<file path="config.mk">
export PLATFORM = sky130hd
export DESIGN_NAME = csft_div_stage
export DESIGN_NICKNAME = d
export VERILOG_FILES = /design/src/hdl/cubed_sphere_face_xyz_transform_core_macros.svh /design/src/hdl/csft_pkg.sv /design/src/hdl/csft_div_stage.sv
export SDC_FILE = /design/constraint.sdc
export NUM_CORES = 1
export LEC_CHECK = 0
export BUFFER_PORTS_ARGS = -buffer_cell sky130_fd_sc_hd__buf_2
export CORE_AREA = 2 2 105 107
export DETAILED_ROUTE_END_ITERATION = 10
export DIE_AREA = 0 0 107 109
export GPL_TIMING_DRIVEN = 0
export PLACE_DENSITY = 0.78
export SYNTH_ARGS = -nofsm -noshare
export SYNTH_HDL_FRONTEND = slang
export SYNTH_SLANG_ARGS = --single-unit
</file>
<file path="constraint.sdc">
create_clock -name i_clk -period 2.6 [get_ports i_clk]
set_input_delay 0.13 -clock i_clk [delete_from_list [all_inputs] [get_ports i_clk]]
set_output_delay 0.13 -clock i_clk [all_outputs]
set_load 0.02 [all_outputs]
</file>
<file path="src/hdl/cubed_sphere_face_xyz_transform_core_macros.svh">
// Assertion macros for the cubed-sphere face transform core.
// Included by the files that carry concurrent assertions; depends on nothing.
`ifndef CUBED_SPHERE_FACE_XYZ_TRANSFORM_CORE_MACROS_SVH
`define CUBED_SPHERE_FACE_XYZ_TRANSFORM_CORE_MACROS_SVH

// Consequent must hold in the same cycle as the antecedent.
`define CSFT_ASSERT_NOW(label, clk, rst_n, ante, cons, msg) \
    label: assert property (@(posedge clk) disable iff (!rst_n) (ante) |-> (cons)) \
        else $error(msg);

// Consequent must hold in the cycle after the antecedent.
`define CSFT_ASSERT_NEXT(label, clk, rst_n, ante, cons, msg) \
    label: assert property (@(posedge clk) disable iff (!rst_n) (ante) |=> (cons)) \
        else $error(msg);

`endif

</file>
<file path="src/hdl/csft_pkg.sv">
// Shared types, widths and constants of the cubed-sphere face transform core.
// Used by every module of the block; depends on nothing.
`default_nettype none

package csft_pkg;

    // Fixed-point format of angles and vector components.
    localparam int FRAC_BITS = 16;
    localparam int Q30_SHIFT = 30 - FRAC_BITS;

    // Port field widths.
    localparam int IN_W  = 18;
    localparam int XYZ_W = 18;
    localparam int ANG_W = 19;

    // Internal widths: CORDIC x/y lane, CORDIC angle, sine/cosine and
    // product, square-root and divider datapath, quotient.
    localparam int LW = 54;
    localparam int ZW = 21;
    localparam int CW = 20;
    localparam int SW = 36;
    localparam int QW = FRAC_BITS + 1;

    // Operands of atan2 are scaled up by this many bits before vectoring.
    localparam int ATAN_PRESCALE = 32;

    // Codes of the action and face fields.
    localparam logic       ACT_FWD = 1'b0;
    localparam logic       ACT_INV = 1'b1;
    localparam logic [2:0] FACE_PX = 3'd0;
    localparam logic [2:0] FACE_NX = 3'd1;
    localparam logic [2:0] FACE_PY = 3'd2;
    localparam logic [2:0] FACE_NY = 3'd3;
    localparam logic [2:0] FACE_PZ = 3'd4;
    localparam logic [2:0] FACE_NZ = 3'd5;

    // Q30 constants, brought down to FRAC_BITS by a floor shift.
    localparam logic [31:0] PI_Q30   = 32'hC90F_DAA2;
    localparam logic [31:0] GAIN_Q30 = 32'd652032874;

    localparam logic signed [ZW-1:0] ONE_Q  = ZW'(1) <<< FRAC_BITS;
    localparam logic signed [ZW-1:0] PI_Q   = ZW'(PI_Q30 >> Q30_SHIFT);
    localparam logic signed [ZW-1:0] GAIN_Q = ZW'(GAIN_Q30 >> Q30_SHIFT);

    // atan(2^-i) in Q30, truncated.
    localparam logic [31:0] ATAN_Q30 [32] = '{
        32'd843314856, 32'd497837829, 32'd263043836, 32'd133525158,
        32'd67021686,  32'd33543515,  32'd16775850,  32'd8388437,
        32'd4194282,   32'd2097149,   32'd1048575,   32'd524287,
        32'd262143,    32'd131071,    32'd65535,     32'd32767,
        32'd16383,     32'd8191,      32'd4095,      32'd2047,
        32'd1023,      32'd511,       32'd255,       32'd127,
        32'd63,        32'd31,        32'd15,        32'd7,
        32'd3,         32'd1,         32'd0,         32'd0
    };

    // Elementary CORDIC angle of one stage in the working format.
    function automatic logic signed [ZW-1:0] atan_f(input logic [4:0] idx);
        return ZW'(ATAN_Q30[idx] >> Q30_SHIFT);
    endfunction

    // Control flags that travel with each item.
    typedef struct packed {
        logic fwd;
        logic err;
        logic zero_a;
        logic zero_b;
    } t_ctl;

    // Item payload carried through the norm and divide stages.
    typedef struct packed {
        t_ctl                    ctl;
        logic signed [CW-1:0]    v0;
        logic signed [CW-1:0]    v1;
        logic signed [CW-1:0]    v2;
        logic signed [ANG_W-1:0] alpha;
        logic signed [ANG_W-1:0] beta;
    } t_pay;

endpackage

`default_nettype wire

</file>
<file path="src/hdl/csft_div_stage.sv">
// One registered step of restoring division, giving one quotient bit.
// Depends on csft_pkg for the datapath and quotient widths.
`default_nettype none

module csft_div_stage #(
    parameter int QBIT = 0
) (
    input  wire logic                    i_clk,
    input  wire logic                    i_en,
    input  wire logic [csft_pkg::SW-1:0] i_div,
    input  wire logic [csft_pkg::SW-1:0] i_rem,
    input  wire logic [csft_pkg::QW-1:0] i_q,
    output logic [csft_pkg::SW-1:0]      o_rem,
    output logic [csft_pkg::QW-1:0]      o_q
);

    localparam logic [csft_pkg::QW-1:0] QMASK = csft_pkg::QW'(1) << QBIT;

    logic [csft_pkg::SW-1:0] shifted;
    logic                    ge;
    logic [csft_pkg::SW-1:0] n_rem;
    logic [csft_pkg::QW-1:0] n_q;
    logic [csft_pkg::SW-1:0] r_rem;
    logic [csft_pkg::QW-1:0] r_q;

    // Compare against the divisor aligned to this quotient bit.
    always_comb begin
        shifted = i_div << QBIT;
        ge      = (i_rem >= shifted);
        n_rem   = ge ? i_rem - shifted : i_rem;
        n_q     = ge ? (i_q | QMASK) : i_q;
    end

    always_ff @(posedge i_clk) begin
        if (i_en) begin
            r_rem <= n_rem;
            r_q   <= n_q;
        end
    end

    assign o_rem = r_rem;
    assign o_q   = r_q;

endmodule

`default_nettype wire

</file>
# Word-level counts from Yosys, hierarchy flattened
# Cells that the tools add are included.
# Widths: inputs -> output; s select.
dict set report totals {
  regBits 53
  latchBits 0
  ram_bits 0
  romBits 0
  inputBits 91
  out_inout_bits 53
  elab_cells 6
  mem_count 0
}
dict set report classes {
  addsub 1
  multipliers 0
  n_div 0
  n_lt_le_gt_ge 1
  eq_ne 0
  shifts 0
  n_mux 1
  bitwise 0
  n_reduce_logical 0
}
# op count
set ops {}
lappend ops {{$ge 36x36->1} 1}
lappend ops {{$mux 36} 1}
lappend ops {{$sub 36x36->36} 1}

# Depth between registers and ports, before layout
dict set report depth {
  depth_word 2
  mapped_depth 12
  depth_no_buf 12
}

# Worst setup path before layout
# No wires, ideal clock.
dict set report synth_timing {
  path_type {input-to-reg}
  start {input port i_rem[0] (netlist bit)}
  end {register r_rem (netlist bit o_rem[10]), data pin}
  setup_time_ns 0.262
  arrival_time_ns 2.435
  required_time_ns 2.338
  setup_slack_ns -0.097
  path_stages 11
  n_path_buf 1
  cell_sequence {inv_1 -> ha_1 -> fa_1 -> nand2b_1 -> a21oi_2 -> o211ai_2 -> o311ai_4 -> a41oi_4 -> o21ai_4 -> buf_6 -> mux2_1}
}
dict set report synth_between {
  elab_chain_len 2
  elab_cells_between_ends 3
  classes_between {add/sub (1); order compare (1); mux (1)}
}
# item line_no
set synth_lines {}
lappend synth_lines {{start, declared} csft_div_stage.sv:11} ;# input wire logic [csft_pkg::SW-1:0] i_rem,
lappend synth_lines {{$sub 36x36->36 / $ge 36x36->1 (equally long branches)} {csft_div_stage.sv:30, csft_div_stage.sv:29}}
lappend synth_lines {{$mux 36 *} csft_div_stage.sv:30} ;# n_rem = ge ? i_rem - shifted : i_rem;
lappend synth_lines {{named net n_rem, one bit} csft_div_stage.sv:21} ;# logic [csft_pkg::SW-1:0] n_rem;
lappend synth_lines {{end signal, assigned} csft_div_stage.sv:36} ;# r_rem <= n_rem;
lappend synth_lines {{end, declared} csft_div_stage.sv:23} ;# logic [csft_pkg::SW-1:0] r_rem;
# Mark *: on every way through the listed nets, which the timed path passes. The rest lies on a longest branch.
# A chain may end at the register's enable or synchronous reset.

# Final worst setup path
dict set report layout_timing {
  start {input port i_rem[0] (netlist bit)}
  end {register r_rem (netlist bit o_rem[22]), data pin}
}
# The elaborated chain is that of the path after synthesis.

==> run metrics <==
IO Port Bufs=around 140; crit path launch type=primary input; CP bufs+invs=3; DR vias/cell=5.09; YS warnings=0; Nets=roughly 740; Post-route DRC=0; 1st-iter DRT viols=129; Post-Synthesis Cell Area=around 0.0042 mm^2; fillcell total=1,000; fraction of layout cells with a size suffix above 1=32.0%; DRT antenna net count=0; routed len/inst=14.8 um; dpl ws=-0.536 ns; initial core utilization=39.2%; GR Overflow Total=0; Post-synth EDFFs=53; status=completed; CP max FO=10; total CTS buffers=5; die height=109 um; clk buf depth=2; P&R area growth vs syn=32.3%; DPL Wire Length=around 8600 um; Avg Cell Area, Syn=roughly 9.6 um^2; DIE AREA=approximately 0.012 mm^2; LEAKAGE=2.54 nW; Overall Power=2.78 mW; CTS tree=yes; fin worst setup slack=0.0700 ns; Max Transition Viols Final=0; DR pass1 iterations=4; sequential area share after synthesis=38.3%; pwr dens=505 mW/mm^2; vias in the first global route=3,771; Min Hold Slack=0.0777 ns; GP Congestion=0.907; DR vias=~3,800; Ports=144; top cell type's share of synthesized area=38.3%; final core utilization=between 50% and 60%; Synth area leader=edfxtp_1; Fin. Hold Viols=0; Syn Nets=561; root buf cell=clkbuf_8; crit path cell chain=buf_8, inv_4, ha_4, fa_2, nand2b_4, a21oi_4, o211ai_4, o311ai_4, a41oi_4, o21ai_4, buf_12, mux2_1; actual slew at the worst max-slew pin=around 1.2 ns; fin crit period=approximately 2.5 ns; peak supply drop=about 240 uV; max_slew headroom=19.8%; Final setup viols=0; family with the most delay on the worst path=compound AO/OA/AOI/OAI gates; Post-Syn Instances=between 400 and 500; Die W=107 um; Max Cap Violations=0; Fmax=between 300 and 400 MHz; clock slew seen by the registers of the worst setup and hold paths=0.10 ns; crit path kind=in2reg; Cell variety after synth=54; gr usage total=18.5%; setup TNS=0 ns; number of synthesized register bits=53; CTS Sinks=53; WL final=11,100 um; Crit. End Element=register; Crit path depth=12; required time of the worst setup path=about 2.7 ns; initial antenna violation count=0; Worst Hold Depth=2; ranking of synthesized cells by area=edfxtp_1 (38%), ha_1 (11%), a21oi_1 (7.0%); Tcrit/Tclk final=a little over nine tenths; fraction of registers with async set or reset after synthesis=0%; Rows=38; slowest CP cell=o311ai_4; Arr. time, crit path=2.59 ns; type of the most critical hold path=in2reg; first-pass GRT wire length=17,300 um; largest net degree at the start of global routing=54; htree depth=2; RSZ-0062 raised after global routing=yes; core area=0.0106 mm^2; crit-path max cell delay=0.39 ns; # diodes=0; main flop type after synthesis=edfxtp_1
==> registers in the layout, summed over array words and instances, names as in the netlist <==
| name | cells |
|---|---|
| o_q | 17 |
| o_rem | 36 |
==> layout make-up <==
cell class                 instances  area (um^2)  share of cell area (%)
clock inverter                     3         41.3                   0.750
timing repair buffer             169          967                    17.6
multi-input combinational        319         2370                    43.1
sequential                        53         1590                    28.9
tap                              140          175                    3.18
buffer                            16          119                    2.16
clock buffer                       5         68.8                    1.25
inverter                          45          171                    3.11
==> routing by layer <==
metal  wire length, um  GRT usage (%)  up-vias
li1                  -              -     1914
met1              4790           22.4     1763
met2              5540           34.4      124
met3               625           3.05       13
met4               123           4.45        0
met5                 0              0        -
==> metrics by stage <==
step                cells  instance area [um^2]
floorplan             433                  4180
global placement      716                  5070
detailed placement    716                  5070
CTS                   746                  5400
global route          750                  5510
finish                750                  5510
==> report_power, final <==
group          switching [mW]  internal, mW
sequential             0.0237          1.07
clock                   0.279         0.284
combinational           0.641         0.475
==> Yosys cell counts, types with 2 or more instances <==
master and instances:
a21oi_1 58, edfxtp_1 53, inv_1 45, ha_1 36
nor2_1 34, nand2_1 25, xnor2_1 21, o21ai_0 17
a21o_1 12, xor2_1 12, mux2_1 11, nand3_1 11
nand4_1 10, o211ai_1 7, o21a_1 6, buf_6 5
clkbuf_1 5, nor2b_1 5, buf_2 4, nand2b_1 4
o21bai_1 4, a31oi_1 3, nor4_1 3, o21ai_1 3
a21boi_1 2, a21oi_2 2, and3_1 2, buf_4 2
mux2_4 2, nor3_1 2, o2111ai_1 2, o31ai_1 2
or3_1 2
==> final timing paths <==
path,startpoint,to,slack (ns)
worst max-delay path,i_rem[0],o_rem[22],0.07
worst min-delay path,i_q[0],o_q[0],0.08
==> what timing repair did <==
action	in CTS	in global routing
pin swaps	4	11
hold endpoints to repair	16	0
setup endpoints to repair	34	35
gates resized for setup	2	12
buffers inserted	6	4
hold buffers	16	0
==> kinds of logic (layout without fill, tap and decap cells) <==
family / Yosys count / count (layout) / share of synthesized area [%]
simple gates: 104 / 104 / 12.0
fa+ha+maj: 37 / 37 / 11.3
flops: 53 / 53 / 38.3
xor+xnor: 33 / 33 / 6.95
buf+inv: 61 / 238 / 6.71
compound gates: 131 / 131 / 20.8
mux: 14 / 14 / 3.97
==> layout by cell type, fill, tap and decap left out, types with 16 or more instances in the layout <==
cell type      count
buf_2            145
xnor2_1           21
a21oi_1           58
o21ai_0           16
inv_1             44
dlygate4sd3_1     16
ha_1              35
nor2_1            34
edfxtp_1          53
nand2_1           25
(Power assumes the default switching activity.)
