===== config.mk =====
export PLATFORM = sky130hd
export DESIGN_NAME = csft_cordic_stage
export DESIGN_NICKNAME = d
export VERILOG_FILES = /design/src/hdl/cubed_sphere_face_xyz_transform_core_macros.svh /design/src/hdl/csft_pkg.sv /design/src/hdl/csft_cordic_stage.sv
export SDC_FILE = /design/constraint.sdc
export NUM_CORES = 1
export LEC_CHECK = 0
export BUFFER_PORTS_ARGS = -buffer_cell sky130_fd_sc_hd__buf_2
export CAP_MARGIN = 20
export CORE_MARGIN = 5
export CORE_UTILIZATION = 60
export DETAILED_ROUTE_END_ITERATION = 7
export HOLD_SLACK_MARGIN = 0.02
export PLACE_DENSITY_LB_ADDON = 0.2
export RECOVER_POWER = 25
export SLEW_MARGIN = 15
export SYNTH_ARGS = -nofsm -noshare
export SYNTH_HDL_FRONTEND = slang
export SYNTH_SLANG_ARGS = --single-unit

===== constraint.sdc =====
create_clock -name i_clk -period 11.1 [get_ports i_clk]
set_input_delay 0.555 -clock i_clk [delete_from_list [all_inputs] [get_ports i_clk]]
set_output_delay 0.555 -clock i_clk [all_outputs]
set_load 0.01 [all_outputs]

===== src/hdl/cubed_sphere_face_xyz_transform_core_macros.svh =====
// Assertion macros for the cubed-sphere face transform core.
// Included by the files that carry concurrent assertions; depends on nothing.
`ifndef CUBED_SPHERE_FACE_XYZ_TRANSFORM_CORE_MACROS_SVH
`define CUBED_SPHERE_FACE_XYZ_TRANSFORM_CORE_MACROS_SVH

// Consequent must hold in the same cycle as the antecedent.
`define CSFT_ASSERT_NOW(label, clk, rst_n, ante, cons, msg) \
    label: assert property (@(posedge clk) disable iff (!rst_n) (ante) |-> (cons)) \
        else $error(msg);

// Consequent must hold in the cycle after the antecedent.
`define CSFT_ASSERT_NEXT(label, clk, rst_n, ante, cons, msg) \
    label: assert property (@(posedge clk) disable iff (!rst_n) (ante) |=> (cons)) \
        else $error(msg);

`endif


===== src/hdl/csft_pkg.sv =====
// Shared types, widths and constants of the cubed-sphere face transform core.
// Used by every module of the block; depends on nothing.
`default_nettype none

package csft_pkg;

    // Fixed-point format of angles and vector components.
    localparam int FRAC_BITS = 16;
    localparam int Q30_SHIFT = 30 - FRAC_BITS;

    // Port field widths.
    localparam int IN_W  = 18;
    localparam int XYZ_W = 18;
    localparam int ANG_W = 19;

    // Internal widths: CORDIC x/y lane, CORDIC angle, sine/cosine and
    // product, square-root and divider datapath, quotient.
    localparam int LW = 54;
    localparam int ZW = 21;
    localparam int CW = 20;
    localparam int SW = 36;
    localparam int QW = FRAC_BITS + 1;

    // Operands of atan2 are scaled up by this many bits before vectoring.
    localparam int ATAN_PRESCALE = 32;

    // Codes of the action and face fields.
    localparam logic       ACT_FWD = 1'b0;
    localparam logic       ACT_INV = 1'b1;
    localparam logic [2:0] FACE_PX = 3'd0;
    localparam logic [2:0] FACE_NX = 3'd1;
    localparam logic [2:0] FACE_PY = 3'd2;
    localparam logic [2:0] FACE_NY = 3'd3;
    localparam logic [2:0] FACE_PZ = 3'd4;
    localparam logic [2:0] FACE_NZ = 3'd5;

    // Q30 constants, brought down to FRAC_BITS by a floor shift.
    localparam logic [31:0] PI_Q30   = 32'hC90F_DAA2;
    localparam logic [31:0] GAIN_Q30 = 32'd652032874;

    localparam logic signed [ZW-1:0] ONE_Q  = ZW'(1) <<< FRAC_BITS;
    localparam logic signed [ZW-1:0] PI_Q   = ZW'(PI_Q30 >> Q30_SHIFT);
    localparam logic signed [ZW-1:0] GAIN_Q = ZW'(GAIN_Q30 >> Q30_SHIFT);

    // atan(2^-i) in Q30, truncated.
    localparam logic [31:0] ATAN_Q30 [32] = '{
        32'd843314856, 32'd497837829, 32'd263043836, 32'd133525158,
        32'd67021686,  32'd33543515,  32'd16775850,  32'd8388437,
        32'd4194282,   32'd2097149,   32'd1048575,   32'd524287,
        32'd262143,    32'd131071,    32'd65535,     32'd32767,
        32'd16383,     32'd8191,      32'd4095,      32'd2047,
        32'd1023,      32'd511,       32'd255,       32'd127,
        32'd63,        32'd31,        32'd15,        32'd7,
        32'd3,         32'd1,         32'd0,         32'd0
    };

    // Elementary CORDIC angle of one stage in the working format.
    function automatic logic signed [ZW-1:0] atan_f(input logic [4:0] idx);
        return ZW'(ATAN_Q30[idx] >> Q30_SHIFT);
    endfunction

    // Control flags that travel with each item.
    typedef struct packed {
        logic fwd;
        logic err;
        logic zero_a;
        logic zero_b;
    } t_ctl;

    // Item payload carried through the norm and divide stages.
    typedef struct packed {
        t_ctl                    ctl;
        logic signed [CW-1:0]    v0;
        logic signed [CW-1:0]    v1;
        logic signed [CW-1:0]    v2;
        logic signed [ANG_W-1:0] alpha;
        logic signed [ANG_W-1:0] beta;
    } t_pay;

endpackage

`default_nettype wire


===== src/hdl/csft_cordic_stage.sv =====
// One registered CORDIC micro-rotation, shared by rotation and vectoring mode.
// Depends on csft_pkg for widths and the elementary angle table.
`default_nettype none

module csft_cordic_stage #(
    parameter int IDX = 0
) (
    input  wire logic                           i_clk,
    input  wire logic                           i_en,
    input  wire logic                           i_rot,
    input  wire logic signed [csft_pkg::LW-1:0] i_x,
    input  wire logic signed [csft_pkg::LW-1:0] i_y,
    input  wire logic signed [csft_pkg::ZW-1:0] i_z,
    output logic signed [csft_pkg::LW-1:0]      o_x,
    output logic signed [csft_pkg::LW-1:0]      o_y,
    output logic signed [csft_pkg::ZW-1:0]      o_z
);

    localparam logic signed [csft_pkg::ZW-1:0] ANG = csft_pkg::atan_f(5'(IDX));

    logic                              pos;
    logic signed [csft_pkg::LW-1:0]    dx;
    logic signed [csft_pkg::LW-1:0]    dy;
    logic signed [csft_pkg::LW-1:0]    n_x;
    logic signed [csft_pkg::LW-1:0]    n_y;
    logic signed [csft_pkg::ZW-1:0]    n_z;
    logic signed [csft_pkg::LW-1:0]    r_x;
    logic signed [csft_pkg::LW-1:0]    r_y;
    logic signed [csft_pkg::ZW-1:0]    r_z;

    // Rotation steers by the residual angle, vectoring by the sign of y.
    // Both share one update: a positive step subtracts the angle.
    always_comb begin
        pos = i_rot ? !i_z[csft_pkg::ZW-1] : i_y[csft_pkg::LW-1];
        dx  = i_y >>> IDX;
        dy  = i_x >>> IDX;
        n_x = pos ? i_x - dx : i_x + dx;
        n_y = pos ? i_y + dy : i_y - dy;
        n_z = pos ? i_z - ANG : i_z + ANG;
    end

    always_ff @(posedge i_clk) begin
        if (i_en) begin
            r_x <= n_x;
            r_y <= n_y;
            r_z <= n_z;
        end
    end

    assign o_x = r_x;
    assign o_y = r_y;
    assign o_z = r_z;

endmodule

`default_nettype wire


* Word-level counts from Yosys, hierarchy flattened
Cells that the tools add are included.
Storage, ports and cells: bits in registers 129, bits of input ports 132, output and inout bits 129, logic and storage cells 13
Operators by class: $add $sub $neg 5, mux-type cells 4, reduce and logical (&&, ||, !) cells 1
Operators by type and width (count):
- $mux 54 | 2
- $sub 54x54->54 | 2
- $add 54x54->54 | 1
- $add 21x17->21 const B | 1
- $mux 21 | 1
- $sub 21x17->21 const B | 1
- $logic_not 1->1 | 1
- $mux 1 | 1

* Depth between registers and ports, before layout
depth in word-level cells 3, mapped depth 18, depth with buffers taken out 15

* Worst setup path before layout
Ideal clock, no wire load.
path type in2reg, from input port i_rot, to register r_z, in the netlist o_z[20], data pin, library setup time 0.260 ns, arrival 4.098 ns, data required time 10.840 ns, path slack 6.742 ns, stages on the path 18, path buffers 3, cell sequence nand2b_1 -> and2_1 -> inv_1 -> clkbuf_1 -> clkbuf_1 -> buf_1 -> xnor2_1 -> ha_1 -> or3_1 -> a31oi_1 -> o31ai_1 -> a21oi_1 -> o21ai_0 -> o2bb2ai_1 -> and2_1 -> o21ai_0 -> a21oi_1 -> xor2_1
On the way: word-level cells in the longest chain between the ends 2
RTL lines:
- start: declaration | line csft_cordic_stage.sv:10 | input wire logic i_rot,
- $mux 1 | line csft_cordic_stage.sv:34 | pos = i_rot ? !i_z[csft_pkg::ZW-1] : i_y[csft_pkg::LW-1];
- $mux 21 | line csft_cordic_stage.sv:39 | n_z = pos ? i_z - ANG : i_z + ANG;
- via n_z (one bit) | line csft_cordic_stage.sv:26 | logic signed [csft_pkg::ZW-1:0] n_z;
- end signal: assignment | line csft_cordic_stage.sv:46 | r_z <= n_z;
- end: declaration | line csft_cordic_stage.sv:29 | logic signed [csft_pkg::ZW-1:0] r_z;
The timed path passes the listed nets, and every way through them passes these cells. A chain may end at the register's enable or synchronous reset.

* Final worst setup path
from input port i_rot, to register r_z, in the netlist o_z[13], data pin
The elaborated chain is that of the path after synthesis.

==> results.md <==
- Status: complete, but fails checks
- Failing checks: capacitance limit, slew limit
- Fmax: 212 MHz
- Remaining Overflow, GRT: 0
- Fin Hold WS: roughly 430 ps
- Flop pwr share: 0.314
- Core Area: roughly 0.024 mm2
- P&R area growth vs syn: 13.2%
- Critical Path Max Stage Delay: 890 ps
- M3 GR Usage: 0.0614
- Wire per inst: 21.6 um
- Leak: 7.30 nW
- DR iter-0 viols: 1945
- RSZ-0062 raised after global routing: false
- DRT Pass-1 Iters: 7
- Final Util: 0.689
- Post-CTS Setup Bufs: 0
- Pwr/cell area: about 130 mW/mm2
- Row count: 57
- Initial core utilization: 0.608
- FF+latch count, synth: 128
- Die Ht: 167 um
- CTS max path bufs: 2
- Dpl cells: 2346
- Die W: approximately 170 um
- Part of the cycle the worst path needs: 0.426
- Final setup viols: 0
- CTS tree: built
- Register area share after synthesis: 0.261
- CTS Root Cell: clkbuf_16
- Hold WC Path Type: in2reg
- Mux share of post-synthesis cell area: 0.0156
- Share of layout cells above drive strength 1: 0.140
- Syn_nets: 2145
- Met1 usage: 0.448
- Crit path required time: around 11000 ps
- Global-route wire length before repair: 79.0 mm
- Max_cap viols: 1
- Post-route setup slack: between 6000 and 7000 ps
- P_sw: 883 uW
- DP HPWL: 40.7 mm
- Vias in the first global route: about 14000
- ANT nets after route: 0
- Post-synth EDFFs: 128
- Netlist cell types: just over 80
- Main combinational cell family by area after synthesis: compound AO/OA/AOI/OAI gates
- Comb power frac: 0.417
- Clock power frac: 0.269
- Post-synthesis compound-gate area fraction: 0.290
- IO Pins: between 200 and 300
- Actual slew at the worst max-slew pin: roughly 3100 ps
- Synth Flop Type: edfxtp_1
- Pre-CTS setup slack: approximately 6100 ps
- Max-slew violation count: 53
- Mapped Area: 0.0148 mm2
- Setup TNS: 0 ps
- Post-Syn Area per Cell: 8.03 um2
- GRT Total Usage: 0.350
- Clk sinks: 128
- Setup crit start kind: primary input
- Port-buffer cells: 260
- Antenna violations before repair: 2
- Final count of hold timing violations: 0
- Pin count of the biggest net entering global routing: 93
- Via density per instance: between 6 and 7
- Most common cell after layout, fill and taps aside: a21oi_1
- Full die area: 0.0278 mm2
- Maximum VDD drop: 87.8 uV
- Power Internal: roughly 1.3 mW
- CP max-delay cell: buf_4
- Placed instance area: 0.0162 mm2
- Post-Synthesis Cells: 1838
- Most numerous cell on the critical path: a21o_1
- Grt peak-use layer: met2
- Fraction of synthesized cell area in xor and xnor cells: 0.0754
- Final WL: 51.4 mm
- Post-cts sizing count: 0
- Simple-gate area share of the yosys netlist: 0.138
- Cts hold-fix bufs: 0
- CTS buffer count: 17
- M2 GR Usage: 0.586
- Total power: 2.16 mW
- Design Area, Final: 0.0167 mm2
- Non-filler cells, final: 2379
- Max_slew headroom: -1.04
- Crit path kind: in2reg
- Nets: 2348
- CP endpoint kind: register
- Crit-path cells: buf_2, nand2b_1, and2_4, inv_4, buf_4, ha_1, a21o_1, a31oi_1, o21ai_0, o2111ai_1, nand4b_1, maj3_1, a21o_1, xor2_1
- Worst Path Arrival: around 4900 ps
- H-Tree Depth: 4
- DRC viols: 0
- Via Count: 15208
- Synth Area in Adders: 0.151
- Switching Share: 0.409
- CTS clock-pin slew for the worst setup and hold paths: 70 ps
- Fraction of registers with async set/reset: 0
- Min Tclk post-route: 4720 ps
- GPL Wtd Cong: approximately 1.0
- Commonest cells after routing, fill and taps aside: 255 x a21oi_1, 214 x buf_2, 174 x inv_1
- Yosys warns: 0
- CP Max Fanout: 92
kinds of logic (layout without fill, tap and decap cells):
logic type / Yosys count / count (layout)
flip-flops: 128 / 128
multiplexers: 23 / 23
buffers and inverters: 260 / 476
XOR/XNOR: 127 / 127
adder cells (fa/ha/maj): 177 / 177
other: 0 / 1
AO/OA/AOI/OAI: 679 / 679
AND/OR/NAND/NOR: 444 / 444
worst max-delay path, delay by kind of cell:
family                   cells  cell delay (ps)
XOR/XNOR                     1              160
buffers and inverters        3             1470
AO/OA/AOI/OAI                5              860
AND/OR/NAND/NOR              3              860
adder cells (fa/ha/maj)      2              900
power by group through the flow:
stage	clock, mW	sequential (mW)	combinational [mW]
2_1_floorplan	0	0.735	0.524
3_3_place_gp	0	0.684	0.869
3_5_place_dp	0	0.686	0.880
4_1_cts	0.581	0.677	0.886
5_1_grt	0.609	0.688	0.962
6_report	0.580	0.678	0.899
registers in the layout, summed over array words and instances (netlist names):
signal / count
o_x: 54
o_y: 53
o_z: 21
cell usage after synthesis (6+ instances only):
cell      number  area [um2]
nand2_1      124         465
nor4_1        14        87.6
a31oi_1       16         100
o21bai_1      54         405
edfxtp_1     128        3840
nand2b_1      11        68.8
ha_1         172        2150
or2_2          6        37.5
o211ai_1      18         135
mux2i_1       23         230
nand3_1       33         165
a21o_1        40         300
buf_2         17        85.1
a21boi_0       7        52.6
a21oi_1      255        1280
nand4_1       29         181
xor2_1        17         149
and2_1         8        50.1
nor3_1        34         170
o21a_1        16         120
clkbuf_1      43         161
nor2_1       149         559
xnor2_1      110         963
nor2b_1       12        75.1
o31ai_1       27         203
inv_1        175         657
buf_1         18        67.6
a211oi_1      19         143
o21ai_0      138         691
path summary, 6_finish.rpt:
path / from / to / slack [ps] / depth (start not counted)
min: i_z[0] / o_z[0]$_DFFE_PP_ / 430 / 2
max: i_rot / o_z[13]$_DFFE_PP_ / 6380 / 14
routing by layer:
layer  vias up  part of all wire  wire, um
li1       7037                 -         -
met1      6989              0.40     20500
met2       985              0.46     23600
met3       195             0.093      4790
met4         2             0.048      2450
met5         -           0.00025        13
area by class of cell:
type                            count  area [um2]
Fill cell                        2097        7550
Multi-Input combinational cell   1450        9900
Tap cell                          324         405
Sequential cell                   128        3840
Timing Repair Buffer              265        1280
Inverter                          179         674
Clock inverter                     15         163
Clock buffer                       17         425
Antenna cell                        1        2.50
No activity file was read; power rests on OpenSTA's default activity.
