==> src/hdl/cubed_sphere_face_xyz_transform_core_macros.svh <==
// Assertion macros for the cubed-sphere face transform core.
// Included by the files that carry concurrent assertions; depends on nothing.
`ifndef CUBED_SPHERE_FACE_XYZ_TRANSFORM_CORE_MACROS_SVH
`define CUBED_SPHERE_FACE_XYZ_TRANSFORM_CORE_MACROS_SVH

// Consequent must hold in the same cycle as the antecedent.
`define CSFT_ASSERT_NOW(label, clk, rst_n, ante, cons, msg) \
    label: assert property (@(posedge clk) disable iff (!rst_n) (ante) |-> (cons)) \
        else $error(msg);

// Consequent must hold in the cycle after the antecedent.
`define CSFT_ASSERT_NEXT(label, clk, rst_n, ante, cons, msg) \
    label: assert property (@(posedge clk) disable iff (!rst_n) (ante) |=> (cons)) \
        else $error(msg);

`endif

==> src/hdl/csft_pkg.sv <==
// Shared types, widths and constants of the cubed-sphere face transform core.
// Used by every module of the block; depends on nothing.
`default_nettype none

package csft_pkg;

    // Fixed-point format of angles and vector components.
    localparam int FRAC_BITS = 16;
    localparam int Q30_SHIFT = 30 - FRAC_BITS;

    // Port field widths.
    localparam int IN_W  = 18;
    localparam int XYZ_W = 18;
    localparam int ANG_W = 19;

    // Internal widths: CORDIC x/y lane, CORDIC angle, sine/cosine and
    // product, square-root and divider datapath, quotient.
    localparam int LW = 54;
    localparam int ZW = 21;
    localparam int CW = 20;
    localparam int SW = 36;
    localparam int QW = FRAC_BITS + 1;

    // Operands of atan2 are scaled up by this many bits before vectoring.
    localparam int ATAN_PRESCALE = 32;

    // Codes of the action and face fields.
    localparam logic       ACT_FWD = 1'b0;
    localparam logic       ACT_INV = 1'b1;
    localparam logic [2:0] FACE_PX = 3'd0;
    localparam logic [2:0] FACE_NX = 3'd1;
    localparam logic [2:0] FACE_PY = 3'd2;
    localparam logic [2:0] FACE_NY = 3'd3;
    localparam logic [2:0] FACE_PZ = 3'd4;
    localparam logic [2:0] FACE_NZ = 3'd5;

    // Q30 constants, brought down to FRAC_BITS by a floor shift.
    localparam logic [31:0] PI_Q30   = 32'hC90F_DAA2;
    localparam logic [31:0] GAIN_Q30 = 32'd652032874;

    localparam logic signed [ZW-1:0] ONE_Q  = ZW'(1) <<< FRAC_BITS;
    localparam logic signed [ZW-1:0] PI_Q   = ZW'(PI_Q30 >> Q30_SHIFT);
    localparam logic signed [ZW-1:0] GAIN_Q = ZW'(GAIN_Q30 >> Q30_SHIFT);

    // atan(2^-i) in Q30, truncated.
    localparam logic [31:0] ATAN_Q30 [32] = '{
        32'd843314856, 32'd497837829, 32'd263043836, 32'd133525158,
        32'd67021686,  32'd33543515,  32'd16775850,  32'd8388437,
        32'd4194282,   32'd2097149,   32'd1048575,   32'd524287,
        32'd262143,    32'd131071,    32'd65535,     32'd32767,
        32'd16383,     32'd8191,      32'd4095,      32'd2047,
        32'd1023,      32'd511,       32'd255,       32'd127,
        32'd63,        32'd31,        32'd15,        32'd7,
        32'd3,         32'd1,         32'd0,         32'd0
    };

    // Elementary CORDIC angle of one stage in the working format.
    function automatic logic signed [ZW-1:0] atan_f(input logic [4:0] idx);
        return ZW'(ATAN_Q30[idx] >> Q30_SHIFT);
    endfunction

    // Control flags that travel with each item.
    typedef struct packed {
        logic fwd;
        logic err;
        logic zero_a;
        logic zero_b;
    } t_ctl;

    // Item payload carried through the norm and divide stages.
    typedef struct packed {
        t_ctl                    ctl;
        logic signed [CW-1:0]    v0;
        logic signed [CW-1:0]    v1;
        logic signed [CW-1:0]    v2;
        logic signed [ANG_W-1:0] alpha;
        logic signed [ANG_W-1:0] beta;
    } t_pay;

endpackage

`default_nettype wire

==> src/hdl/csft_sqrt_stage.sv <==
// One registered step of the bit-pair integer square root.
// Depends on csft_pkg for the datapath width.
`default_nettype none

module csft_sqrt_stage #(
    parameter int BIT_POS = 0
) (
    input  wire logic                    i_clk,
    input  wire logic                    i_en,
    input  wire logic [csft_pkg::SW-1:0] i_n,
    input  wire logic [csft_pkg::SW-1:0] i_r,
    output logic [csft_pkg::SW-1:0]      o_n,
    output logic [csft_pkg::SW-1:0]      o_r
);

    localparam logic [csft_pkg::SW-1:0] BIT = csft_pkg::SW'(1) << BIT_POS;

    logic [csft_pkg::SW-1:0] trial;
    logic                    ge;
    logic [csft_pkg::SW-1:0] n_n;
    logic [csft_pkg::SW-1:0] n_r;
    logic [csft_pkg::SW-1:0] r_n;
    logic [csft_pkg::SW-1:0] r_r;

    // Subtract the trial value when it fits and set this root bit.
    always_comb begin
        trial = i_r + BIT;
        ge    = (i_n >= trial);
        n_n   = ge ? i_n - trial : i_n;
        n_r   = ge ? (i_r >> 1) + BIT : (i_r >> 1);
    end

    always_ff @(posedge i_clk) begin
        if (i_en) begin
            r_n <= n_n;
            r_r <= n_r;
        end
    end

    assign o_n = r_n;
    assign o_r = r_r;

endmodule

`default_nettype wire

==> config.mk <==
export PLATFORM = sky130hd
export DESIGN_NAME = csft_sqrt_stage
export DESIGN_NICKNAME = d
export VERILOG_FILES = /design/src/hdl/cubed_sphere_face_xyz_transform_core_macros.svh /design/src/hdl/csft_pkg.sv /design/src/hdl/csft_sqrt_stage.sv
export SDC_FILE = /design/constraint.sdc
export NUM_CORES = 1
export LEC_CHECK = 0
export ABC_AREA = 1
export BUFFER_PORTS_ARGS = -buffer_cell sky130_fd_sc_hd__buf_4
export CORE_MARGIN = 2
export CORE_UTILIZATION = 30
export CTS_BUF_LIST = sky130_fd_sc_hd__clkbuf_16
export DETAILED_ROUTE_END_ITERATION = 6
export GPL_TIMING_DRIVEN = 1
export HOLD_SLACK_MARGIN = 0.03
export SETUP_SLACK_MARGIN = 0.2
export SKIP_CTS_REPAIR_TIMING = 1
export SLEW_MARGIN = 40
export SYNTH_ARGS = -nofsm -noshare
export SYNTH_HDL_FRONTEND = slang
export SYNTH_SLANG_ARGS = --single-unit
==> constraint.sdc <==
create_clock -name i_clk -period 3.84 [get_ports i_clk]
set_input_delay 0.384 -clock i_clk [delete_from_list [all_inputs] [get_ports i_clk]]
set_output_delay 0.384 -clock i_clk [all_outputs]
set_load 0.03 [all_outputs]
## Yosys cells after proc, flatten, opt, wreduce, memory -nomap -nowiden

Cells that the tools add are included.

| word-level totals | value |
|---|---|
| output and inout bits | 72 |
| register bits | 72 |
| logic and storage cells | 9 |

| cells by class | value |
|---|---|
| $lt $le $gt $ge | 1 |
| muxes and demuxes | 2 |
| add/subtract/negate cells | 3 |

Operators by type and width:

| kind | number |
|---|---|
| adder 35 x 1 -> 36 bit, second input constant | 1 |
| adder 36 x 1 -> 36 bit, second input constant | 1 |
| greater-or-equal comparator 36 bit | 1 |
| two-way mux 36 bit | 1 |
| subtractor 36 bit | 1 |
| two-way mux 35 bit | 1 |

## Longest topological paths before layout

Gate-level depths: netlist of the first run.

| logic depth | value |
|---|---|
| word-level depth | 3 |
| mapped depth | 24 |
| mapped depth without buffers | 22 |

## Worst setup path after synthesis of the first run

Ideal clock, no wire load.

| path | value |
|---|---|
| path kind | input port to flip-flop |
| from | in i_r[1] in the netlist's numbering |
| to | reg r_n (netlist bit o_n[34]), data pin |
| buffers on the path | 2 |
| setup slack | 0.682 ns |
| library setup time | 0.253 ns |
| stages on the path | 23 |
| data arrival time | 2.905 ns |
| cells stage by stage | ha_1 -> inv_1 -> nor2_1 -> nand2_1 -> nor3_2 -> nand2_1 -> nor2_1 -> xor2_1 -> ha_1 -> nand2_1 -> nand2_1 -> nand2_1 -> nand2_1 -> nand2_1 -> nand2_1 -> nand2_1 -> nand3_1 -> nor2_1 -> nand2_4 -> buf_6 -> buf_8 -> nand3_1 -> nand2_1 |

| between the ends | value |
|---|---|
| longest elaborated chain between the ends | 3 |
| elaborated cells between the ends (all ways) | 4 |
| those cells by class | add/sub: 2; order compare: 1; mux: 1 |

Ends and longest elaborated chain:

| what | line | text |
|---|---|---|
| start: declaration | csft_sqrt_stage.sv:11 | `input wire logic [csft_pkg::SW-1:0] i_r,` |
| adder 36 x 1 -> 36 bit * | csft_sqrt_stage.sv:27 | `trial = i_r + BIT;` |
| subtractor 36 bit / greater-or-equal comparator 36 bit (equally long branches) | csft_sqrt_stage.sv:29, csft_sqrt_stage.sv:28 |  |
| two-way mux 36 bit * | csft_sqrt_stage.sv:29 | `n_n = ge ? i_n - trial : i_n;` |
| named net n_n, one bit | csft_sqrt_stage.sv:20 | `logic [csft_pkg::SW-1:0] n_n;` |
| end signal: assignment | csft_sqrt_stage.sv:35 | `r_n <= n_n;` |
| end: declaration | csft_sqrt_stage.sv:22 | `logic [csft_pkg::SW-1:0] r_n;` |

The timed path passes the listed nets; every way through them passes the cells marked *.
A chain may end at the register's enable or synchronous reset.

## Worst setup path after layout of the first run

| path | value |
|---|---|
| from | in i_r[1] in the netlist's numbering |
| to | reg r_n (netlist bit o_n[18]), data pin |

The elaborated chain is that of the path after synthesis.

==> qor.txt, run 1 <==
Worst VDD drop - 234 uV
top-count cell post-synth - nand2_1
Setup Total Neg Slack - 0 ps
max-slew violations - 0
DRC viols - 0
first-pass GRT wire length - 38.2 mm
Final Cycle Share - 88.9%
register area share after synthesis - 30.3%
ys async rst share - 0%
Final #Nets - 1,377
critical path's largest stage delay - 370 ps
CTS Sinks - 72
Area growth, synth to finish - 28.5%
RSZ-0062 raised after global routing - no
Core Rows - 56
syn_nets - 1,204
Post-synth EDFFs - 72
final wirelength - 25.4 mm
CTS tree - yes
Critical Path Start Type - input pin
Pwr Total - 0.00324 W
vias - 7,369
Core ar. - 23,400 um^2
total CTS buffers - 9
Root Buffer - clkbuf_16
Ys Warns - 0
Critical Path AT - 3510 ps
initial DRC count - 411
critical path data required time - 3930 ps
Syn Inst Count - 1,091
Slew @ Worst Pin - 721 ps
Hold Path Class - input pin to register
GRT Overall Usage - 20.7%
CP bufs+invs - 4
status - finished clean
Avg Inst Size Synth - 6.55 um^2
Critical Path Most Common Cell - nand2_1
placed cells - 1,571
post-synth top area share - 30.3%
count of final hold-check violations - 0
Avg Vias per Cell - 4.64
die extent in y - 158 um
largest net degree at the start of global routing - 73
dpl hpwl - 21.0 mm
port bufs - 145
Commonest cells post-synth - nand2_1 (441), inv_1 (153), nor2_1 (109)
post-synthesis cell type count - 30
Pleak - 4.58 nW
CP top delay family - simple AND/OR/NAND/NOR gates
CP Capture Type - register
Crit Path Max Fanout - 6
Slew headroom - 52.0%
WL/cell - 16.0 um
antenna-violating nets left - 0
worst path cell trace - buf_4, ha_1, inv_1, nor2_1, nand2_2, nor2_2, nand2_1, xor2_1, o21ai_0, ha_1, nand2_1, nor2_2, nand2_1, nor2_1, nand3_1, nand3_1, nor2_1, nand2_4, inv_2, buf_4, nand2_1, nand2_1
RePlAce Congestion - 0.933
total gr overflow - 0
Die Width - 158 um
hold slack - 306 ps
DR pass1 iterations - 5
Main synth FF type - edfxtp_1
clock tree buffer depth - 2
share of layout cells above drive strength 1 - 17.4%
max frequency - 293 MHz
Starting Density - 30.5%
# diodes - 0
H-Tree Depth - 3
cell taking the most area after synthesis - edfxtp_1
power per cell area - 353 nW/um^2
Final min period - 3410 ps
Worst-path clk slew - 70 ps
die area - 25,100 um^2
ranking of synthesized cells by area - edfxtp_1 (30%), nand2_1 (23%), xor2_1 (9.6%)
multi-input gate area in the final layout - 4300 um^2
slowest cell on the critical path - ha_1
fillers - 2,580
flip-flop and latch area - 2160 um^2
Yosys reg bits - 72
vias in the first global route - 7,002
initial antenna violation count - 0
WS Path Type - input pin to register
Synth Cell Area - 7140 um^2
num ports - 146
Layout Cells excl Fill - 1,588
Final Setup Violations - 0
max cap viols - 0
[sequential cells by signal, summed over array words and instances, names as in the netlist]
signal  cells
o_n        36
o_r        36
[through the flow]
step                util, %  setup slack [ps]  area, um^2
finish                 39.2               425        9180
global route           39.2               183        9180
CTS                    39.0               241        9120
detailed placement     37.6              -133        8800
global placement       37.6              -160        8800
floorplan                 -               682        7140
[area by class of cell]
class | count | area share (%)
multi-input combinational | 847 | 46.9
tap | 319 | 4.35
sequential | 72 | 23.6
inverter | 154 | 6.30
clock buffer | 9 | 2.45
clock inverter | 7 | 1.02
timing repair buffer | 180 | 15.4
[report_power, final]
part / switching (W) / internal, W
combinational: 0.000795 / 0.000449
sequential: 0.0000347 / 0.00100
clock: 0.000388 / 0.000571
total: 0.00122 / 0.00202
[tightest hold or removal path, stage by stage]
cell and delay [ps]:
buf_4 90, nand2_1 40, nand2_1 50
[layout by cell type, fill, tap and decap left out, types with 23 or more instances in the layout]
master / netlist / layout
buf_4: 0 / 174
edfxtp_1: 72 / 72
nor2_1: 109 / 103
a21oi_1: 26 / 25
xor2_1: 78 / 77
o21ai_1: 30 / 30
inv_1: 153 / 154
nand3_1: 50 / 50
ha_1: 38 / 38
nor3_1: 25 / 23
nand2_1: 441 / 440
[worst paths after layout]
kind,startpoint,to,slack [ps],cells past startpoint
hold / removal,i_n[32],o_n[32],310,3
setup / recovery,i_r[1],o_n[18],430,22
[metal layers]
layer / GRT usage (%) / vias to the layer above / wire length (um)
met5: 0 / - / 0
li1: - / 3776 / -
met3: 3.05 / 42 / 1430
met1: 26.7 / 3327 / 11200
met2: 35.3 / 224 / 12000
met4: 7.51 / 0 / 801
[kinds of logic (layout without fill, tap and decap cells)]
| group | after synthesis | after routing | share of synthesized area, % |
|---|---|---|---|
| flops | 72 | 72 | 30.3 |
| xor+xnor | 81 | 81 | 9.93 |
| buf+inv | 172 | 350 | 10.2 |
| fa+ha+maj | 39 | 39 | 6.94 |
| compound gates | 69 | 69 | 5.04 |
| simple gates | 658 | 658 | 37.6 |
Note: power is estimated with default switching activity, not from simulation.
==> run 2: changes to the inputs <==
--- a/config.mk
+++ b/config.mk
@@ -7,9 +7,9 @@
 export LEC_CHECK = 0
 export ABC_AREA = 1
 export BUFFER_PORTS_ARGS = -buffer_cell sky130_fd_sc_hd__buf_4
-export CORE_MARGIN = 2
+export CORE_MARGIN = 5
 export CORE_UTILIZATION = 30
-export CTS_BUF_LIST = sky130_fd_sc_hd__clkbuf_16
+export CTS_BUF_LIST = sky130_fd_sc_hd__clkbuf_2
 export DETAILED_ROUTE_END_ITERATION = 6
 export GPL_TIMING_DRIVEN = 1
 export HOLD_SLACK_MARGIN = 0.03
==> qor.txt, run 2 (synthesis results as in run 1) <==
CP Capture Type - register
max-slew violations - 0
fillers - 2,530
Core Util, Final - 39.9%
largest net degree at the start of global routing - 73
Critical Path AT - 3730 ps
flip-flop and latch area - 2160 um^2
slowest cell on the critical path - ha_1
H-Tree Depth - 3
power per cell area - 304 nW/um^2
Critical Path Most Common Cell - nand2_1
max frequency - 295 MHz
Die Width - 164 um
worst path cell trace - buf_4, buf_4, ha_1, inv_1, nor2_1, inv_1, nor3_2, nand2_1, xor2_1, ha_1, nand2_1, inv_1, nand2_1, nand2_1, a21oi_1, nand3_1, nor2_1, nand2_4, buf_12, buf_12, nand2_1, o21ai_1
WL/cell - 16.1 um
commonest non-fill, non-tap cell in the layout - nand2_1
antenna-violating nets left - 0
Core Rows - 56
DRC viols - 0
Hold Crit Start - i_n[32]
Critical Path Start Type - input pin
clock tree buffer depth - 2
DR pass1 iterations - 7
count of final hold-check violations - 0
RePlAce Congestion - 0.953
Starting Density - 30.4%
dpl hpwl - 22.1 mm
Final Cycle Share - 88.2%
Final Setup Violations - 0
GRT Overall Usage - 19.4%
port bufs - 145
final wirelength - 26.5 mm
first-pass GRT wire length - 39.4 mm
Most Crowded Layer GR - met2
Hold Path Class - input pin to register
Crit Path Max Fanout - 24
Slew headroom - 50.8%
total gr overflow - 0
Root Buffer - clkbuf_2
WS Path Type - input pin to register
Avg Vias per Cell - 4.58
Worst-path clk slew - 210 ps
critical path data required time - 4180 ps
Core ar. - 23,500 um^2
critical path's largest stage delay - 350 ps
die area - 27,000 um^2
met3 usage - 2.56%
met2 Track Usage GR - 32.3%
vias - 7,519
hold slack - 82.2 ps
multi-input gate area in the final layout - 4260 um^2
max cap viols - 0
die extent in y - 164 um
Worst VDD drop - 118 uV
GRT met1 Usage - 25.2%
Slew @ Worst Pin - 739 ps
Area growth, synth to finish - 31.2%
CP startpoint - i_r[1]
share of layout cells above drive strength 1 - 18.8%
Final #Nets - 1,431
RSZ-0062 raised after global routing - no
CP top delay family - simple AND/OR/NAND/NOR gates
initial antenna violation count - 1
CTS Sinks - 72
status - finished clean
Final min period - 3390 ps
pre-CTS setup slack - -228 ps
initial DRC count - 401
num ports - 146
final worst setup slack - 452 ps
CP bufs+invs - 7
vias in the first global route - 7,268
commonest non-fill, non-tap cells in the layout - nand2_1 (441), buf_4 (216), inv_1 (153)
CTS tree - yes
total CTS buffers - 9
Pleak - 4.74 nW
## run 2: changes by cell type in the layout (fill, tap and decap cells not counted), moves of 2 or more
cell	delta
buf_4	+42
dlygate4sd3_1	+13
clkbuf_2	+11
clkbuf_16	-9
nor2_1	+6
nor2_2	-6
clkinv_1	+3
inv_6	-2
## run 2: area by class of cell
| cell class | count | area share (%) |
|---|---|---|
| multi-input cells | 847 | 45.5 |
| flip-flops and latches | 72 | 23.1 |
| repair buffers | 234 | 19.7 |
| inverters | 154 | 6.17 |
| well taps | 319 | 4.26 |
| clock inverters | 5 | 0.761 |
| clock buffers | 11 | 0.587 |
| diodes | 1 | 0.0267 |
## run 2: metrics by stage
stage	instance area (um^2)	cells	total power (W)	setup TNS [ps]
after floorplan	7140	1091	0.00183	0
after global placement	9100	1613	0.00233	-12400
after detailed placement	9100	1613	0.00234	-10610
after CTS	9230	1629	0.00286	0
after global routing	9370	1643	0.00303	0
final	9370	1643	0.00285	0
## run 2: per-layer routing
layer | share of wire [%] | vias up
met4 | 3.9 | 0
met2 | 46 | 229
li1 | - | 3890
met5 | 0 | -
met3 | 5.0 | 48
met1 | 45 | 3352
## run 2: power breakdown
part	leakage (nW)	switching (W)	internal [W]	total, W
registers	0.702	0.0000349	0.00100	0.00104
clock network	0.0787	0.000309	0.000215	0.000524
logic	3.96	0.000807	0.000482	0.00129
total	4.74	0.00115	0.00170	0.00285
## run 2: final timing paths
check | end | cells past startpoint
hold / removal | o_n[32] | 3
setup / recovery | o_r[17] | 22
==> run 3: changes to the inputs <==
==> constraint.sdc (replaced) <==
create_clock -name i_clk -period 4.02 [get_ports i_clk]
set_input_delay 0.402 -clock i_clk [delete_from_list [all_inputs] [get_ports i_clk]]
set_output_delay 0.402 -clock i_clk [all_outputs]
set_load 0.03 [all_outputs]
==> qor.txt, run 3 (synthesis results as in run 1) <==
critical path's largest stage delay - 470 ps
max frequency - 284 MHz
worst path cell trace - buf_4, ha_1, inv_1, nor2_1, inv_1, nor3_1, nand2_1, xor2_1, ha_1, nand2_1, nor2_1, inv_1, nor3_2, nand2_1, nand3_1, nor2_1, nand2_4, buf_12, nand2_1, o21ai_1
largest net degree at the start of global routing - 73
share of layout cells above drive strength 1 - 16.1%
WS Path Type - input pin to register
max cap viols - 0
CTS Sinks - 72
hold slack - 55.7 ps
met1 WL - 11.5 mm
power per cell area - 291 nW/um^2
Final #Nets - 1,386
Hold Path Class - input pin to register
Final Cycle Share - 87.6%
RePlAce Congestion - 0.976
DR top layer - met4
dpl hpwl - 21.7 mm
Core ar. - 23,500 um^2
vias - 7,244
status - finished clean
fillers - 2,568
Slew headroom - 51.8%
final wirelength - 25.9 mm
Worst-path clk slew - 280 ps
CP bufs+invs - 5
total gr overflow - 0
WL met3 - 1.54 mm
WL/cell - 16.2 um
commonest non-fill, non-tap cells in the layout - nand2_1 (441), buf_4 (172), inv_1 (153)
CP top delay family - simple AND/OR/NAND/NOR gates
die area - 27,000 um^2
count of final hold-check violations - 0
antenna-violating nets left - 0
Critical Path Start Type - input pin
Core Rows - 56
Area growth, synth to finish - 26.0%
Critical Path Most Common Cell - nand2_1
Final min period - 3520 ps
H-Tree Depth - 3
Root Buffer - clkbuf_2
Crit Path Max Fanout - 55
Starting Density - 30.4%
CP Capture Type - register
critical path data required time - 4450 ps
Final Setup Violations - 0
Die Width - 164 um
max-slew violations - 0
Worst VDD drop - 112 uV
vias in the first global route - 7,102
pre-CTS setup slack - -90.1 ps
initial antenna violation count - 1
DRC viols - 0
Critical Path AT - 3950 ps
met2 wire len - 11.9 mm
RSZ-0062 raised after global routing - no
port bufs - 145
slowest cell on the critical path - nor3_1
commonest non-fill, non-tap cell in the layout - nand2_1
Setup Total Neg Slack - 0 ps
num ports - 146
final worst setup slack - 500 ps
Slew @ Worst Pin - 722 ps
die extent in y - 164 um
total CTS buffers - 9
CTS tree - yes
first-pass GRT wire length - 38.6 mm
Pleak - 4.51 nW
Avg Vias per Cell - 4.53
DR pass1 iterations - 6
clock tree buffer depth - 2
initial DRC count - 441
GRT Overall Usage - 19.0%
-- run 3: changes by cell type in the layout (fill, tap and decap cells not counted), sizes merged --
cell / delta
buf: -44
inv: +4
bufinv: -2
clkbuf: -2
clkinv: -2
clkinvlp: +2
dlygate4sd3: -1
-- run 3: path summary, 6_finish.rpt --
check / startpoint / end / cells after the start
worst max-delay path: i_r[1] / o_r[14] / 20
worst min-delay path: i_n[34] / o_n[34] / 3
-- run 3: area by class of cell --
cell class / count / area (um^2) / area share (%)
repair buffers: 189 / 1500 / 16.7
well taps: 319 / 399 / 4.43
flip-flops and latches: 72 / 2160 / 24.0
clock buffers: 9 / 45.0 / 0.500
inverters: 154 / 578 / 6.42
multi-input cells: 847 / 4250 / 47.2
clock inverters: 7 / 63.8 / 0.709
diodes: 1 / 2.50 / 0.0278
-- run 3: through the flow --
stage               area (um^2)  power, W  instances  utilization (%)
CTS                        8880   0.00265       1585             37.8
global placement           8770   0.00219       1569             37.4
detailed placement         8770   0.00219       1569             37.4
global route               9000   0.00280       1598             38.4
floorplan                  7140   0.00175       1091                -
finish                     9000   0.00262       1598             38.4
-- run 3: power breakdown --
| part | internal (W) | leakage, nW | total, W | switching, W |
|---|---|---|---|---|
| clock network | 0.0000964 | 0.0630 | 0.000447 | 0.000350 |
| logic | 0.000425 | 3.74 | 0.00119 | 0.000760 |
| registers | 0.000957 | 0.702 | 0.000989 | 0.0000325 |
| total | 0.00148 | 4.51 | 0.00262 | 0.00114 |
-- run 3: per-layer routing --
metal  GRT usage, %  up-vias
met5              0        -
met4           7.43        0
met3           3.16       50
met2           31.7      220
met1           24.5     3180
li1               -     3794
-- run 3: tightest hold or removal path, cell delays in order --
cell,delay (ps)
buf_4,90
nand2_1,40
nand2_1,50
